## src/sv/sacl_pkg.sv

```systemverilog
// Shared types, constants and helper functions for the set-associative cache simulator.
// No dependencies; the other files, apart from sacl_ram, refer to this package by scoped names.
package sacl_pkg;

	localparam int MAX_SET_BITS = 6;
	localparam int MAX_WAYS     = 8;
	localparam int ADDR_WIDTH   = 48;

	localparam int NUM_SETS = 1 << MAX_SET_BITS;
	localparam int SET_W    = (MAX_SET_BITS > 0) ? MAX_SET_BITS : 1;
	localparam int SB_W     = (MAX_SET_BITS > 0) ? $clog2(MAX_SET_BITS + 1) : 1;
	localparam int WAY_W    = (MAX_WAYS > 1) ? $clog2(MAX_WAYS) : 1;
	localparam int STAMP_W  = 32;
	localparam int CNT_W    = 32;
	localparam int SHIFT_W  = 6;

	localparam int SET_BITS_W = 3;
	localparam int WAYS_W     = 4;
	localparam int BLOCK_W    = 5;
	localparam int FUNC_W     = 2;
	localparam int HITS_W     = 2;
	localparam int PDATA_W    = 32;
	localparam int PADDR_W    = 4;

	typedef enum logic [FUNC_W-1:0] {
		FUNC_LOAD   = 2'd0,
		FUNC_STORE  = 2'd1,
		FUNC_MODIFY = 2'd2,
		FUNC_NONE   = 2'd3
	} func_t;

	typedef enum logic [1:0] {
		REG_SET_BITS   = 2'd0,
		REG_WAYS       = 2'd1,
		REG_BLOCK_BITS = 2'd2,
		REG_UNUSED     = 2'd3
	} reg_idx_t;

	typedef struct packed {
		logic [SET_BITS_W-1:0] set_bits;
		logic [WAYS_W-1:0]     ways_in_use;
		logic [BLOCK_W-1:0]    block_bits;
	} cfg_t;

	// One set of the tag store, kept as a single memory row.
	typedef struct packed {
		logic [MAX_WAYS-1:0]                 valid;
		logic [MAX_WAYS-1:0][ADDR_WIDTH-1:0] tag;
		logic [MAX_WAYS-1:0][STAMP_W-1:0]    stamp;
	} row_t;

	localparam int ROW_W = $bits(row_t);

	typedef struct packed {
		logic capture;
		logic rd;
		logic load;
		logic scan;
		logic update;
		logic write;
		logic out_load;
	} ctrl_cmd_t;

	typedef struct packed {
		logic scan_last;
		logic no_access;
		logic out_free;
	} dp_stat_t;

	function automatic logic [CNT_W-1:0] sat_inc(input logic [CNT_W-1:0] v);
		return (v == '1) ? v : v + CNT_W'(1);
	endfunction

	function automatic logic [CNT_W-1:0] sat_add(input logic [CNT_W-1:0] v,
			input logic [HITS_W-1:0] n);
		logic [CNT_W:0] s;
		s = {1'b0, v} + (CNT_W + 1)'(n);
		return s[CNT_W] ? '1 : s[CNT_W-1:0];
	endfunction

	function automatic logic [SB_W-1:0] clamp_set_bits(input logic [SET_BITS_W-1:0] v);
		int unsigned n;
		n = v;
		if (n > MAX_SET_BITS)
			n = MAX_SET_BITS;
		return SB_W'(n);
	endfunction

	function automatic logic [WAY_W-1:0] last_way(input logic [WAYS_W-1:0] v);
		int unsigned n;
		n = v;
		if (n == 0)
			n = 1;
		if (n > MAX_WAYS)
			n = MAX_WAYS;
		return WAY_W'(n - 1);
	endfunction

endpackage

```

## src/sv/sacl_cfg.sv

```systemverilog
// APB-style configuration registers: set bits, ways in use, block bits.
// Depends on sacl_pkg.
module sacl_cfg (
	input  logic                           clk,
	input  logic                           arst_n,
	input  logic                           psel,
	input  logic                           penable,
	input  logic                           pwrite,
	input  logic [sacl_pkg::PADDR_W-1:0]   paddr,
	input  logic [sacl_pkg::PDATA_W-1:0]   pwdata,
	output logic [sacl_pkg::PDATA_W-1:0]   prdata,
	output logic                           pready,
	output sacl_pkg::cfg_t                 cfg
);

	sacl_pkg::cfg_t     cfg_q;
	sacl_pkg::reg_idx_t idx;
	logic               wr;

	assign idx    = sacl_pkg::reg_idx_t'(paddr[sacl_pkg::PADDR_W-1:2]);
	assign pready = 1'b1;
	assign wr     = psel && penable && pwrite && pready;

	always_ff @(posedge clk or negedge arst_n) begin
		if (!arst_n) begin
			cfg_q.set_bits    <= sacl_pkg::SET_BITS_W'(1);
			cfg_q.ways_in_use <= sacl_pkg::WAYS_W'(8);
			cfg_q.block_bits  <= sacl_pkg::BLOCK_W'(4);
		end else if (wr) begin
			case (idx)
				sacl_pkg::REG_SET_BITS:   cfg_q.set_bits    <= pwdata[sacl_pkg::SET_BITS_W-1:0];
				sacl_pkg::REG_WAYS:       cfg_q.ways_in_use <= pwdata[sacl_pkg::WAYS_W-1:0];
				sacl_pkg::REG_BLOCK_BITS: cfg_q.block_bits  <= pwdata[sacl_pkg::BLOCK_W-1:0];
				default: ;
			endcase
		end
	end

	always_comb begin
		case (idx)
			sacl_pkg::REG_SET_BITS:   prdata = sacl_pkg::PDATA_W'(cfg_q.set_bits);
			sacl_pkg::REG_WAYS:       prdata = sacl_pkg::PDATA_W'(cfg_q.ways_in_use);
			sacl_pkg::REG_BLOCK_BITS: prdata = sacl_pkg::PDATA_W'(cfg_q.block_bits);
			default:                  prdata = '0;
		endcase
	end

	assign cfg = cfg_q;

endmodule

```

## config.mk

```make
export PLATFORM = sky130hd
export DESIGN_NAME = sacl_cfg
export DESIGN_NICKNAME = d
export VERILOG_FILES = /design/src/sv/sacl_pkg.sv /design/src/sv/sacl_cfg.sv
export SDC_FILE = /design/constraint.sdc
export NUM_CORES = 1
export LEC_CHECK = 0
export ABC_AREA = 0
export BUFFER_PORTS_ARGS = -buffer_cell sky130_fd_sc_hd__buf_2
export CORE_MARGIN = 4
export CORE_UTILIZATION = 31
export DETAILED_ROUTE_END_ITERATION = 8
export HOLD_SLACK_MARGIN = 0.08
export PLACE_DENSITY = 0.88
export SLEW_MARGIN = 25
export SYNTH_ARGS = -nofsm -noshare
export SYNTH_HDL_FRONTEND = slang
export SYNTH_SLANG_ARGS = --single-unit
export TNS_END_PERCENT = 1
```

## constraint.sdc

```tcl
create_clock -name clk -period 0.9 [get_ports clk]
set_clock_uncertainty 0.1 [all_clocks]
set_input_delay 0.18 -clock clk [delete_from_list [all_inputs] [get_ports clk]]
set_output_delay 0.18 -clock clk [all_outputs]
set_load 0.005 [all_outputs]
```

==> impl_metrics.csv <==
group,metric,value,unit
power_and_ir_drop,irDropWorstVdd,1090,uV
worst_setup_path,worstPathRequired,0.62,ns
power_and_ir_drop,p_per_area,1800,nW/um^2
floorplanning,rows,18,
cts,cts_buffer_depth,2,
cts,clock_sinks,12,
cts,cts_hold_buf,1,
cts,cts_buffers,3,
timing,slew_violations,0,
place,post-place-ws,-0.461,ns
floorplanning,die_w,58.6,um
yosys,yosysWarnings,0,
worst_setup_path,path_buf_inv,1,
worst_setup_path,max_stage_delay,0.53,ns
worst_hold_path,hold-path-endpoint,"cfg[4]",
timing,period_minus_slack,1.40,ns
worst_hold_path,hp-class,"in -> reg",
global_routing,grt_overflow,0,
yosys,yosysSeqAreaShare,38.3,%
worst_setup_path,regToRegSetupSlack,-0.12,ns
timing,setup_viol_count_final,29,
floorplanning,core_area,2450,sq um
worst_setup_path,reg2reg_depth,3,
routing,first_pass_iters,4,
cts,clock_latency,0.27,ns
global_routing,grt_max_degree,13,
worst_setup_path,critical_path.startpoint_type,"flop",
timing,setup_slack,-0.505,ns
routing,route.detailed.drc,0,
floorplanning,ios,86,
power_and_ir_drop,p_total,1.91,mW
worst_setup_path,path_class,"reg -> out",
routing,vias,593,
power_and_ir_drop,leakage,0.575,nW
timing,period_share,156,%
worst_hold_path,min_path_cells,2,
cts,tritoncts,"done",
routing,vias_per_cell,4.12,
finish,final_common_cell,"conb_1",
timing,fmax,0.712,GHz
timing,final_hold_viol_count,0,
worst_setup_path,arrival,1.12,ns
routing,antenna_left,0,
status,failed_checks,"negative setup slack",
finish,nets,156,
finish,area_growth_syn_to_layout,33.5,%
routing,first_iter_violations,5,
worst_setup_path,cp_top_family,"flip-flops",
yosys,syn_avg_cell_area,10.9,sq um
status,outcome,"finished with violations",
global_routing,track_usage,10.3,%
yosys,ys_ff_latch,12,
yosys,syn-cell-area,795,sq um
global_routing,antenna_found_initial,0,
worst_setup_path,crit_path_end_kind,"output port",
worst_setup_path,crit_path_top_delay_cell,"dfstp_2",
cts,cts_root_buf,"clkbuf_4",
finish,diodes,0,
floorplanning,dieArea,3440,sq um
worst_hold_path,min_from,"pwdata[4]",
global_routing,grt_pass1_vias,578,
finish,largest_reg_flops,12,
cts,htree_levels,1,
finish,final_cell_mix,"conb_1 (28), buf_2 (20), buf_4 (10)",
global_routing,grt_pass1_wl,2640,um
finish,drive_above_1_share,53.5,%
worst_setup_path,r2r-start,"cfg[9]",
worst_setup_path,crit_chain,"mux2i_1, o21ai_1, buf_2",
floorplanning,die_height,58.6,um
place,hpwlAfterDp,1380,um
worst_setup_path,crit_fanout,2,
yosys,synth_cell_type_count,16,
floorplanning,initial_core_util,32.4,%
place,gp_congestion,0.837,
routing,wl_per_cell,12.2,um
worst_setup_path,r2r-end,"cfg[9]",
place,portBuffers,28,
timing,rsz0062_at_grt,"yes",
yosys,syn_inst,73,
job,max_cap_viol_count,0,
cts,clk_pin_slew_worst_paths,0.08,ns
routing,totalWireLength,1750,um
==> layer usage <==
metal  up-vias  track usage, %  wire length, um
met5         -               0                0
met4         0            3.88               14
met3         2            3.51              211
met2        42            19.1              921
met1       278            10.5              604
li1        271               -                -
==> cell families (layout without fill, tap and decap cells) <==
family	count (synthesis)	after routing	synth area share (%)
AO/OA/AOI/OAI	4	4	2.52
buffers and inverters	29	44	27.1
flip-flops	12	12	38.3
multiplexers	15	15	22.7
other	2	28	0.945
AND/OR/NAND/NOR	11	11	8.50
==> where the power goes <==
group	internal (mW)	switching, mW	total (mW)
Clock	0.246	0.180	0.426
Sequential	0.688	0.0944	0.782
Combinational	0.446	0.256	0.701
Total	1.38	0.530	1.91
==> how the worst max path moves through the flow <==
stage	start	endpoint	slack [ns]	cells after the start
CTS	cfg[2]	prdata[2]	-0.51	3
floorplan	paddr[3]	cfg[5]	-0.32	3
global placement	pwrite	cfg[7]	-0.43	4
detailed placement	pwrite	cfg[6]	-0.46	4
global route	cfg[9]	prdata[0]	-0.58	3
finish	cfg[2]	prdata[2]	-0.50	3
==> metrics by stage <==
stage | util [%] | hold slack, ns | cells | setup TNS [ns] | area [sq um]
floorplan | - | -0.216 | 99 | -3.70 | 915
global placement | 38.4 | -0.0400 | 138 | -5.76 | 942
detailed placement | 38.4 | -0.0307 | 138 | -6.19 | 942
CTS | 42.8 | 0.0322 | 143 | -6.13 | 1050
global route | 43.2 | 0.0263 | 144 | -7.13 | 1060
finish | 43.2 | 0.0419 | 144 | -6.16 | 1060
==> repair_timing <==
item | 4_1_cts | 5_1_grt
pin swaps | 2 | 2
buffers inserted | 0 | 1
setup endpoints to repair | 29 | 29
hold endpoints to repair | 23 | 8
resized for setup | 16 | 1
cloned | 0 | 0
==> cells in the mapped netlist <==
cell | instances | area, sq um
nor2b_1 | 1 | 6.26
mux2_2 | 8 | 90.1
dfstp_2 | 3 | 78.8
nor3_1 | 1 | 5.00
nor3b_2 | 1 | 12.5
mux2i_1 | 3 | 30.0
buf_4 | 28 | 210
nand2_1 | 5 | 18.8
or3b_4 | 1 | 11.3
conb_1 | 2 | 7.51
buf_2 | 1 | 5.00
nand3_1 | 1 | 5.00
o21ai_0 | 4 | 20.0
dfrtp_1 | 9 | 225
and3b_1 | 1 | 8.76
mux2_4 | 4 | 60.1
==> final cells by class <==
type                            instances  area (sq um)
Timing Repair Buffer                   40           287
Multi-Input combinational cell         58           397
Clock buffer                            4          36.3
Sequential cell                        12           304
Tap cell                               30          37.5
Fill cell                             231          1390
No activity file was read; power rests on OpenSTA's default activity.
