File: config.mk
export PLATFORM = sky130hd
export DESIGN_NAME = sacl_ctrl
export DESIGN_NICKNAME = d
export VERILOG_FILES = /design/src/sv/sacl_pkg.sv /design/src/sv/sacl_ctrl.sv
export SDC_FILE = /design/constraint.sdc
export NUM_CORES = 1
export LEC_CHECK = 0
export BUFFER_PORTS_ARGS = -buffer_cell sky130_fd_sc_hd__buf_2
export CAP_MARGIN = 20
export CELL_PAD_IN_SITES_DETAIL_PLACEMENT = 1
export CELL_PAD_IN_SITES_GLOBAL_PLACEMENT = 1
export CORE_UTILIZATION = 25
export CTS_CLUSTER_SIZE = 25
export DETAILED_ROUTE_END_ITERATION = 12
export MAX_ROUTING_LAYER = met4
export PLACE_DENSITY_LB_ADDON = 0.1
export SLEW_MARGIN = 20
export SYNTH_ARGS = -nofsm -noshare
export SYNTH_HDL_FRONTEND = slang
export SYNTH_SLANG_ARGS = --single-unit
export TNS_END_PERCENT = 20
File: constraint.sdc
create_clock -name clk -period 2.9 [get_ports clk]
set_input_delay 0.58 -clock clk [delete_from_list [all_inputs] [get_ports clk]]
set_output_delay 0.58 -clock clk [all_outputs]
set_load 0.05 [all_outputs]
File: src/sv/sacl_pkg.sv
// Shared types, constants and helper functions for the set-associative cache simulator.
// No dependencies; the other files, apart from sacl_ram, refer to this package by scoped names.
package sacl_pkg;

	localparam int MAX_SET_BITS = 6;
	localparam int MAX_WAYS     = 8;
	localparam int ADDR_WIDTH   = 48;

	localparam int NUM_SETS = 1 << MAX_SET_BITS;
	localparam int SET_W    = (MAX_SET_BITS > 0) ? MAX_SET_BITS : 1;
	localparam int SB_W     = (MAX_SET_BITS > 0) ? $clog2(MAX_SET_BITS + 1) : 1;
	localparam int WAY_W    = (MAX_WAYS > 1) ? $clog2(MAX_WAYS) : 1;
	localparam int STAMP_W  = 32;
	localparam int CNT_W    = 32;
	localparam int SHIFT_W  = 6;

	localparam int SET_BITS_W = 3;
	localparam int WAYS_W     = 4;
	localparam int BLOCK_W    = 5;
	localparam int FUNC_W     = 2;
	localparam int HITS_W     = 2;
	localparam int PDATA_W    = 32;
	localparam int PADDR_W    = 4;

	typedef enum logic [FUNC_W-1:0] {
		FUNC_LOAD   = 2'd0,
		FUNC_STORE  = 2'd1,
		FUNC_MODIFY = 2'd2,
		FUNC_NONE   = 2'd3
	} func_t;

	typedef enum logic [1:0] {
		REG_SET_BITS   = 2'd0,
		REG_WAYS       = 2'd1,
		REG_BLOCK_BITS = 2'd2,
		REG_UNUSED     = 2'd3
	} reg_idx_t;

	typedef struct packed {
		logic [SET_BITS_W-1:0] set_bits;
		logic [WAYS_W-1:0]     ways_in_use;
		logic [BLOCK_W-1:0]    block_bits;
	} cfg_t;

	// One set of the tag store, kept as a single memory row.
	typedef struct packed {
		logic [MAX_WAYS-1:0]                 valid;
		logic [MAX_WAYS-1:0][ADDR_WIDTH-1:0] tag;
		logic [MAX_WAYS-1:0][STAMP_W-1:0]    stamp;
	} row_t;

	localparam int ROW_W = $bits(row_t);

	typedef struct packed {
		logic capture;
		logic rd;
		logic load;
		logic scan;
		logic update;
		logic write;
		logic out_load;
	} ctrl_cmd_t;

	typedef struct packed {
		logic scan_last;
		logic no_access;
		logic out_free;
	} dp_stat_t;

	function automatic logic [CNT_W-1:0] sat_inc(input logic [CNT_W-1:0] v);
		return (v == '1) ? v : v + CNT_W'(1);
	endfunction

	function automatic logic [CNT_W-1:0] sat_add(input logic [CNT_W-1:0] v,
			input logic [HITS_W-1:0] n);
		logic [CNT_W:0] s;
		s = {1'b0, v} + (CNT_W + 1)'(n);
		return s[CNT_W] ? '1 : s[CNT_W-1:0];
	endfunction

	function automatic logic [SB_W-1:0] clamp_set_bits(input logic [SET_BITS_W-1:0] v);
		int unsigned n;
		n = v;
		if (n > MAX_SET_BITS)
			n = MAX_SET_BITS;
		return SB_W'(n);
	endfunction

	function automatic logic [WAY_W-1:0] last_way(input logic [WAYS_W-1:0] v);
		int unsigned n;
		n = v;
		if (n == 0)
			n = 1;
		if (n > MAX_WAYS)
			n = MAX_WAYS;
		return WAY_W'(n - 1);
	endfunction

endpackage

File: src/sv/sacl_ctrl.sv
// Sequencing state machine: accept, row read, way scan, update, write-back and result.
// Depends on sacl_pkg.
module sacl_ctrl (
	input  logic                  clk,
	input  logic                  arst_n,
	input  logic                  req_valid,
	output logic                  req_ready,
	input  sacl_pkg::dp_stat_t    stat,
	output sacl_pkg::ctrl_cmd_t   cmd
);

	typedef enum logic [5:0] {
		S_IDLE   = 6'b000001,
		S_READ   = 6'b000010,
		S_LOAD   = 6'b000100,
		S_SCAN   = 6'b001000,
		S_UPDATE = 6'b010000,
		S_FINISH = 6'b100000
	} state_t;

	state_t state_q, state_d;

	always_ff @(posedge clk or negedge arst_n) begin
		if (!arst_n)
			state_q <= S_IDLE;
		else
			state_q <= state_d;
	end

	always_comb begin
		state_d   = state_q;
		cmd       = '0;
		req_ready = 1'b0;
		case (state_q)
			S_IDLE: begin
				req_ready = 1'b1;
				if (req_valid) begin
					cmd.capture = 1'b1;
					state_d     = S_READ;
				end
			end
			S_READ: begin
				cmd.rd  = 1'b1;
				state_d = S_LOAD;
			end
			S_LOAD: begin
				cmd.load = 1'b1;
				state_d  = stat.no_access ? S_UPDATE : S_SCAN;
			end
			S_SCAN: begin
				cmd.scan = 1'b1;
				if (stat.scan_last)
					state_d = S_UPDATE;
			end
			S_UPDATE: begin
				cmd.update = 1'b1;
				state_d    = S_FINISH;
			end
			S_FINISH: begin
				// rewriting the same row while the result slot is busy is harmless
				cmd.write = 1'b1;
				if (stat.out_free) begin
					cmd.out_load = 1'b1;
					state_d      = S_IDLE;
				end
			end
			default: state_d = S_IDLE;
		endcase
	end

	a_accept_reads: assert property (@(posedge clk) disable iff (!arst_n)
		req_valid && req_ready |=> state_q == S_READ)
		else $error("accepted word did not start a row read");

	a_scan_ends: assert property (@(posedge clk) disable iff (!arst_n)
		state_q == S_SCAN && stat.scan_last |=> state_q == S_UPDATE)
		else $error("scan of last way did not lead to update");

endmodule

==> impl_metrics.tcl, run 1 <==
set metrics [dict create \
    status "finished, final reports clean" \
    path_max_fanout 9 \
    root_buffer "clkbuf_4" \
    synth_top_area_share_pct 33.33 \
    synth_nets 45 \
    die_h_um 40.75 \
    ff2ff_path_depth 3 \
    hp-class "primary input to async pin" \
    endpoint "req_ready" \
    coreArea_um2 1350 \
    cp_top_family "simple AND/OR/NAND/NOR gates" \
    cap_violations 0 \
    cp.depth 3 \
    postSynthAreaPerCell_um2 9.625 \
    synth_top_flop_cell "dfrtp_1" \
    clk_latency_ps 240 \
    via_count 341 \
    placed_cell_area_um2 447.9 \
    power.density_nw_per_um2 875.3 \
    antenna_left 0 \
    postCtsSetupRepairBufs 0 \
    area_growth_pct 26.33 \
    grt_pass1_vias 327 \
    gp_congestion 0.6819 \
    grt-ovfl-total 0 \
    diodes 0 \
    reg.largest.list "state_q: 6 flops" \
    design.die.area_um2 1661 \
    finClkSkew_ps 11.37 \
    wire_per_inst_um 12.66 \
    regMostFlops "state_q" \
    drt_drc_violations_left 0 \
    yosys_warnings 0 \
    setup_viol 0 \
    ys_ff_latch 6 \
    nets 62 \
    portBuffers 13 \
    yosys.area.top_type "dfrtp_1" \
    start_util_pct 27.80 \
    required_ps 2320 \
    critPathBufInv 1 \
    power_mw 0.4151 \
    boundaryPins 14 \
    largest_register_ffs 6 \
    worst_slew_pin_slew_ps 325.0 \
    cts_buffers 3 \
    synth_edf_count 0 \
    synth_area_leaders "dfrtp_1 (33%), nor2_1 (8.0%), dfstp_2 (7.0%)" \
    netlist_area_um2 375.4 \
    path_cells "or4_4 -> nor3b_1 -> buf_2" \
    grt_util_all_layers_pct 13.63 \
    timing.setup.tns_ps 0 \
    hold_viol_final 0 \
    wl_um 886 \
    cts_resized 0 \
    critPathLaunchType "flip-flop" \
    drtIter0Drc 6 \
    drive_above_1_share_pct 38.18 \
    reg2reg_from "state_q[4]$_DFFE_PN0P_" \
    synth.yosys.seq_area_share_pct 40.33 \
    die_w_um 40.75 \
    synth_commonest_cells "nor2_1 (8), dfrtp_1 (5), nand2b_1 (3), nor3b_1 (3)" \
    cp.arrival_ps 1830 \
    fin_ws_ps 493.4 \
    critPathLaunch "state_q[4]$_DFFE_PN0P_" \
    critPathMaxStageDelay_ps 600 \
    antenna_found_initial 0 \
    netlist_instances 39 \
    r2r-end "state_q[0]$_DFFE_PN1P_" \
    final_area_um2 474.2 \
    rrSetupSlack_ps 1440 \
    yosysUniqueCellTypes 21 \
    std_cell_rows 13 \
    yosysMostFrequentCell "nor2_1" \
    p_leak_nw 0.2234 \
    tritoncts "yes" \
    multi_input_area_um2 209.0 \
    pre_cts_ws_ps 763.7 \
    hpwl_um 705.3 \
    drv_slew 0 \
    htree_levels 1 \
    viasPerCell 4.871 \
    seqCellArea_um2 151.4 \
    first_pass_iters 2 \
    async_flop_share_pct 100.0 \
    ir_drop_uv 425.6 \
    rsz0062_at_grt "no" \
    clock.fmax_ghz 0.4155 \
    cp-end-kind "output port" \
    hold_buffers 0 \
    clockBufferDepth 2 \
    slowest_stage "or4_4" \
    path_clk_slew_ps 50 \
    num-fill-cells 161 \
    fin_crit_ps 2407 \
    cts_num_sinks 6 \
    grt_start_max_net_pins 10 \
    slew_headroom_pct 78.17 \
    critPathKind "flip-flop to output port" \
    grt_pass1_wl_mm 1.407 \
    layout_worst_path_cycle_share_pct 82.98 \
]
## cell type report
class | instances | area share [%]
clock buffers | 4 | 5.541
inverters | 1 | 0.7916
multi-input cells | 31 | 44.06
flip-flops and latches | 6 | 31.93
well taps | 15 | 3.958
repair buffers | 13 | 13.72
## per-stage QoR
| step | instances | hold WS, ps | util [%] |
|---|---|---|---|
| detailed placement | 66 | 403.3 | 33.18 |
| CTS | 70 | 135.9 | 35.13 |
| global route | 70 | 134.4 | 35.13 |
| global placement | 66 | 403.4 | 33.18 |
| finish | 70 | 144.0 | 35.13 |
| floorplan | 39 | 284.4 | - |
## logic make-up after synthesis
logic type	Yosys count	synth area share, %
buffers and inverters	2	3.999
AO/OA/AOI/OAI	5	9.665
flip-flops	6	40.33
AND/OR/NAND/NOR	26	46.00
## worst reg2reg max path: stages, from the launching register on
cell     delay (ps)
dfrtp_1         470
or4_4           600
nor3b_4         210
nor4_1           90
## placed cells by master (no fill, tap or decap), drive strengths merged
cell,count
nor2b,2
dfrtp,5
and2,1
nor2,8
nor3,2
a22oi,1
a21oi,1
or4,2
o311a,1
inv,1
buf,13
and3,1
o22a,1
clkbuf,4
nand3b,1
dfstp,1
nand2b,3
nor4,2
nor3b,4
o21ai,1
## routing by layer
layer / up-vias / track usage, % / wire (um)
li1: 173 / - / -
met1: 161 / 18.31 / 443
met2: 7 / 19.84 / 412
met3: 0 / 3.261 / 30
met4: 0 / 5.000 / 0
met5: - / - / 0
## worst min-delay path by stage
stage,to,slack (ps),depth (start not counted)
CTS,state_q[4]$_DFFE_PN0P_,140,1
global placement,state_q[1]$_DFFE_PN0P_,400,1
global route,state_q[2]$_DFFE_PN0P_,130,1
finish,state_q[4]$_DFFE_PN0P_,140,1
floorplan,state_q[1]$_DFFE_PN0P_,280,0
detailed placement,state_q[1]$_DFFE_PN0P_,400,1
## power by group
group	leakage (nW)	internal, mW	switching (mW)
Combinational	0.129	0.0672	0.130
Sequential	0.0790	0.105	0.0324
Clock	0.0150	0.0519	0.0278
Total	0.223	0.225	0.191
Power figures use the tool's default switching activity.
==> run 2, diff against run 1 <==
==> constraint.sdc (replaced) <==
create_clock -name clk -period 2.06 [get_ports clk]
set_input_delay 0.412 -clock clk [delete_from_list [all_inputs] [get_ports clk]]
set_output_delay 0.412 -clock clk [all_outputs]
set_load 0.05 [all_outputs]
==> impl_metrics.tcl, run 2 (synthesis gave the netlist of run 1 again) <==
set metrics [dict create \
    critPathLaunch "state_q[5]$_DFFE_PN0P_" \
    drt_drc_violations_left 0 \
    regMostFlops "state_q" \
    wire_per_inst_um 12.87 \
    first_pass_iters 1 \
    critPathKind "flip-flop to output port" \
    grt_start_max_net_pins 9 \
    violations "negative setup slack" \
    power.clock.fraction_pct 18.3 \
    swShare_pct 43.87 \
    power.switching_mw 0.2964 \
    clock.fmax_ghz 0.4796 \
    path_max_fanout 5 \
    tritoncts "yes" \
    rrSetupSlack_ps 520 \
    coreArea_um2 1350 \
    grt_util_all_layers_pct 14.75 \
    antenna_found_initial 0 \
    finish.utilization_pct 41.33 \
    r2r-end "state_q[0]$_DFFE_PN1P_" \
    clk_latency_ps 250 \
    finClkSkew_ps 0.6963 \
    grt_pass1_vias 334 \
    drive_above_1_share_pct 46.67 \
    cts_num_sinks 6 \
    fin_crit_ps 2085 \
    routed.top_layer "met4" \
    p_int_mw 0.3792 \
    die_h_um 40.75 \
    cp.arrival_ps 1670 \
    drv_slew 0 \
    met2_length_um 450 \
    required_ps 1650 \
    status "finished, violations left" \
    final_cell_mix "buf_2 (9), nor2_1 (8), buf_4 (5), dfrtp_1 (5)" \
    reg.largest.list "state_q: 6 flops" \
    design.die.area_um2 1661 \
    die_w_um 40.75 \
    grt-ovfl-total 0 \
    grt_pass1_wl_mm 1.490 \
    cap_violations 0 \
    rsz0062_at_grt "yes" \
    fin_hold_ws_ps 430.1 \
    ir_drop_uv 912.5 \
    slew_headroom_pct 77.13 \
    htree_levels 1 \
    wl_met1_um 461 \
    final_common_cell "buf_2" \
    diodes 0 \
    hp-class "primary input to flip-flop" \
    area_growth_pct 48.67 \
    cp-end-kind "output port" \
    worst_slew_pin_slew_ps 339.9 \
    final_area_um2 558.0 \
    pre_cts_ws_ps 103.5 \
    std_cell_rows 13 \
    wl_um 965 \
    root_buffer "clkbuf_4" \
    drtIter0Drc 0 \
    path_clk_slew_ps 50 \
    via_count 366 \
    nets 67 \
    portBuffers 13 \
    ff2ff_path_depth 4 \
    hpwl_um 763.1 \
    combinationalPowerShare_pct 55.5 \
    gp_congestion 0.7286 \
    p_leak_nw 0.2576 \
    start_util_pct 27.80 \
    cts_buffers 3 \
    fin_ws_ps -25.23 \
    reg2reg_from "state_q[0]$_DFFE_PN1P_" \
    power_mw 0.6757 \
    critPathLaunchType "flip-flop" \
    endpoint "req_ready" \
    layout_worst_path_cycle_share_pct 101.2 \
    clockBufferDepth 2 \
    power.density_nw_per_um2 1211 \
    seqPwrFrac_pct 26.3 \
    viasPerCell 4.880 \
    boundaryPins 14 \
    wl_met3_um 37 \
    antenna_left 0 \
    setup_viol 2 \
    placed_cell_area_um2 484.2 \
    num-fill-cells 171 \
    largest_register_ffs 6 \
    hold_viol_final 0 \
]
-- run 2: area by class of cell --
cell class	instances	area [um2]	area share, %
Timing Repair Buffer	18	130.1	23.32
Tap cell	15	18.77	3.363
Sequential cell	6	151.4	27.13
Inverter	1	3.754	0.6726
Clock buffer	4	26.28	4.709
Multi-Input combinational cell	31	227.7	40.81
-- run 2: repair_timing --
action / 4_1_cts / 5_1_grt
hold buffers: 1 / 0
endpoints found under the hold margin: 5 / 0
pin swaps: 4 / 0
setup buffers: 1 / 0
endpoints found under the setup margin: 7 / 7
resized for setup: 8 / 1
-- run 2: how the worst min path moves through the flow --
stage	from	endpoint	slack, ps	depth (start not counted)
3_5_place_dp	arst_n	state_q[5]$_DFFE_PN0P_	240	1
5_1_grt	stat[2]	state_q[3]$_DFFE_PN0P_	460	3
2_1_floorplan	arst_n	state_q[1]$_DFFE_PN0P_	120	0
6_report	req_valid	state_q[1]$_DFFE_PN0P_	430	3
4_1_cts	req_valid	state_q[1]$_DFFE_PN0P_	430	3
3_3_place_gp	arst_n	state_q[5]$_DFFE_PN0P_	240	1
-- run 2: critical path: stages, from the launching register on --
cell,delay (ps)
dfrtp_1,420
or4_4,580
nor3b_2,230
buf_6,190
-- run 2: power by group through the flow --
stage | clock network (mW) | logic, mW | registers, mW
floorplan | 0 | 0.241 | 0.180
global placement | 0 | 0.313 | 0.175
detailed placement | 0 | 0.323 | 0.178
CTS | 0.126 | 0.370 | 0.176
global route | 0.132 | 0.396 | 0.180
finish | 0.123 | 0.375 | 0.178
-- run 2: per-layer routing --
layer,vias up,track usage (%)
li1,181,-
met1,172,18.46
met2,11,21.03
met3,2,1.630
met4,0,12.50
met5,-,-
-- run 2: metrics by stage --
stage	TNS (ps)	std cells
floorplan	-305.4	39
global placement	0	69
detailed placement	0	69
CTS	-42.00	75
global route	-244.2	75
finish	-27.92	75
==> run 3, diff against run 2 <==
--- a/config.mk
+++ b/config.mk
@@ -14,6 +14,8 @@
 export DETAILED_ROUTE_END_ITERATION = 12
 export MAX_ROUTING_LAYER = met4
 export PLACE_DENSITY_LB_ADDON = 0.1
+export RECOVER_POWER = 50
+export SKIP_CTS_REPAIR_TIMING = 1
 export SLEW_MARGIN = 20
 export SYNTH_ARGS = -nofsm -noshare
 export SYNTH_HDL_FRONTEND = slang
==> impl_metrics.tcl, run 3 (synthesis gave the netlist of run 1 again) <==
set metrics [dict create \
    p_int_mw 0.3714 \
    antenna_left 0 \
    boundaryPins 14 \
    fin_hold_ws_ps 440.8 \
    hp-class "primary input to flip-flop" \
    min-delay-start "stat[2]" \
    start_util_pct 27.80 \
    whs_path_depth 3 \
    power.density_nw_per_um2 1208 \
    r2r-end "state_q[0]$_DFFE_PN1P_" \
    die_h_um 40.75 \
    grt_pass1_wl_mm 1.366 \
    worst_slew_pin_slew_ps 350.4 \
    layout_worst_path_cycle_share_pct 102.3 \
    combinationalPowerShare_pct 55.0 \
    placedCellCount 69 \
    status "finished, violations left" \
    ir_drop_uv 883.9 \
    final_cell_mix "nor2_1 (7), buf_2 (7), dfrtp_1 (5)" \
    path_clk_slew_ps 50 \
    cap_violations 0 \
    antenna_found_initial 0 \
    power.switching_mw 0.2968 \
    via_count 366 \
    swShare_pct 44.41 \
    drv_slew 0 \
    rsz0062_at_grt "yes" \
    wire_per_inst_um 13.07 \
    drt_drc_violations_left 0 \
    first_pass_iters 2 \
    portBuffers 13 \
    slew_headroom_pct 76.46 \
    finish.utilization_pct 40.96 \
    grt_pass1_vias 307 \
    cts_buffers 3 \
    regMostFlops "state_q" \
    critPathKind "flip-flop to output port" \
    diodes 0 \
    area_growth_pct 47.33 \
    p_leak_nw 0.2506 \
    reg.largest.list "state_q: 6 flops" \
    critPathBufInv 2 \
    critPathLaunchType "flip-flop" \
    seqCellArea_um2 151.4 \
    critPathMaxStageDelay_ps 380 \
    hold_viol_final 0 \
    path_cells "buf_4 -> nor3_1 -> nand2b_1 -> nor2_1 -> buf_2" \
    met2_length_um 449 \
    die_w_um 40.75 \
    clock.fmax_ghz 0.4744 \
    largest_register_ffs 6 \
    fin_ws_ps -48.11 \
    coreArea_um2 1350 \
    clk_latency_ps 250 \
    required_ps 1650 \
    finClkSkew_ps 1.197 \
    timing.setup.tns_ps -135.7 \
    fin_crit_ps 2108 \
    cp-end-kind "output port" \
    num-fill-cells 171 \
    slowest_stage "dfrtp_1" \
    wl_um 967 \
    ff2ff_path_depth 3 \
    cp.arrival_ps 1700 \
    multi_input_area_um2 225.2 \
    rrSetupSlack_ps 630 \
    drtIter0Drc 1 \
    routed.top_layer "met4" \
    cts_num_sinks 6 \
    drive_above_1_share_pct 44.07 \
    viasPerCell 4.946 \
    grt_util_all_layers_pct 13.70 \
    reg2reg_from "state_q[0]$_DFFE_PN1P_" \
    wl_met1_um 456 \
    wl_met3_um 44 \
    grt-ovfl-total 0 \
    tritoncts "yes" \
    path_max_fanout 5 \
    std_cell_rows 13 \
    design.die.area_um2 1661 \
    setup_viol 5 \
    power.clock.fraction_pct 18.5 \
    htree_levels 1 \
    gp_congestion 0.7286 \
    grt_start_max_net_pins 9 \
    root_buffer "clkbuf_4" \
    seqPwrFrac_pct 26.5 \
    hpwl_um 763.1 \
    violations "negative setup slack" \
    instances_no_fill 74 \
    clockBufferDepth 2 \
    cp_top_family "simple AND/OR/NAND/NOR gates" \
    min_to "state_q[3]$_DFFE_PN0P_" \
    nets 66 \
]
## run 3: cell types whose count changed in the layout (fill, tap and decap cells not counted)
cell and delta:
buf_2 -2, buf_4 -1, buf_6 +1, clkbuf_1 +1
nor2_1 -1, nor2_2 +1, nor3_1 +1, nor3_2 -1
## run 3: final cells by class
| cell class | count | area share, % |
|---|---|---|
| Tap cell | 15 | 3.394 |
| Sequential cell | 6 | 27.38 |
| Timing Repair Buffer | 17 | 23.08 |
| Inverter | 1 | 0.6787 |
| Multi-Input combinational cell | 31 | 40.72 |
| Clock buffer | 4 | 4.751 |
## run 3: per-layer routing
layer | vias to the layer above | global-route usage (%)
met4 | 0 | 10.00
met3 | 2 | 3.261
met5 | - | -
met2 | 11 | 18.65
li1 | 180 | -
met1 | 173 | 17.45
## run 3: power by group through the flow
stage                     sequential, mW  clock, mW  combinational, mW
after global placement             0.175          0              0.313
after detailed placement           0.178          0              0.323
after global routing               0.179      0.132              0.388
final                              0.177      0.124              0.368
after CTS                          0.176      0.126              0.324
after floorplan                    0.180          0              0.241
## run 3: worst max-delay path by stage
stage,from,end,depth (start not counted)
2_1_floorplan,state_q[1]$_DFFE_PN0P_,cmd[0],3
3_3_place_gp,state_q[0]$_DFFE_PN1P_,cmd[0],4
3_5_place_dp,state_q[0]$_DFFE_PN1P_,cmd[0],4
4_1_cts,state_q[0]$_DFFE_PN1P_,cmd[0],4
5_1_grt,state_q[1]$_DFFE_PN0P_,cmd[3],5
6_report,state_q[1]$_DFFE_PN0P_,cmd[4],5
## run 3: tightest hold or removal path: stages
cell,delay (ps)
buf_2,90
o22a_1,110
nor2_1,40
## run 3: stage by stage
step | power [mW] | worst slack, ps | area, um2
after floorplan | 0.4207 | -127.8 | 389.1
after global placement | 0.4889 | 138.7 | 484.2
after detailed placement | 0.5011 | 103.5 | 484.2
after CTS | 0.6262 | -169.9 | 510.5
after global routing | 0.6988 | -132.0 | 553.0
final | 0.6682 | -48.11 | 553.0
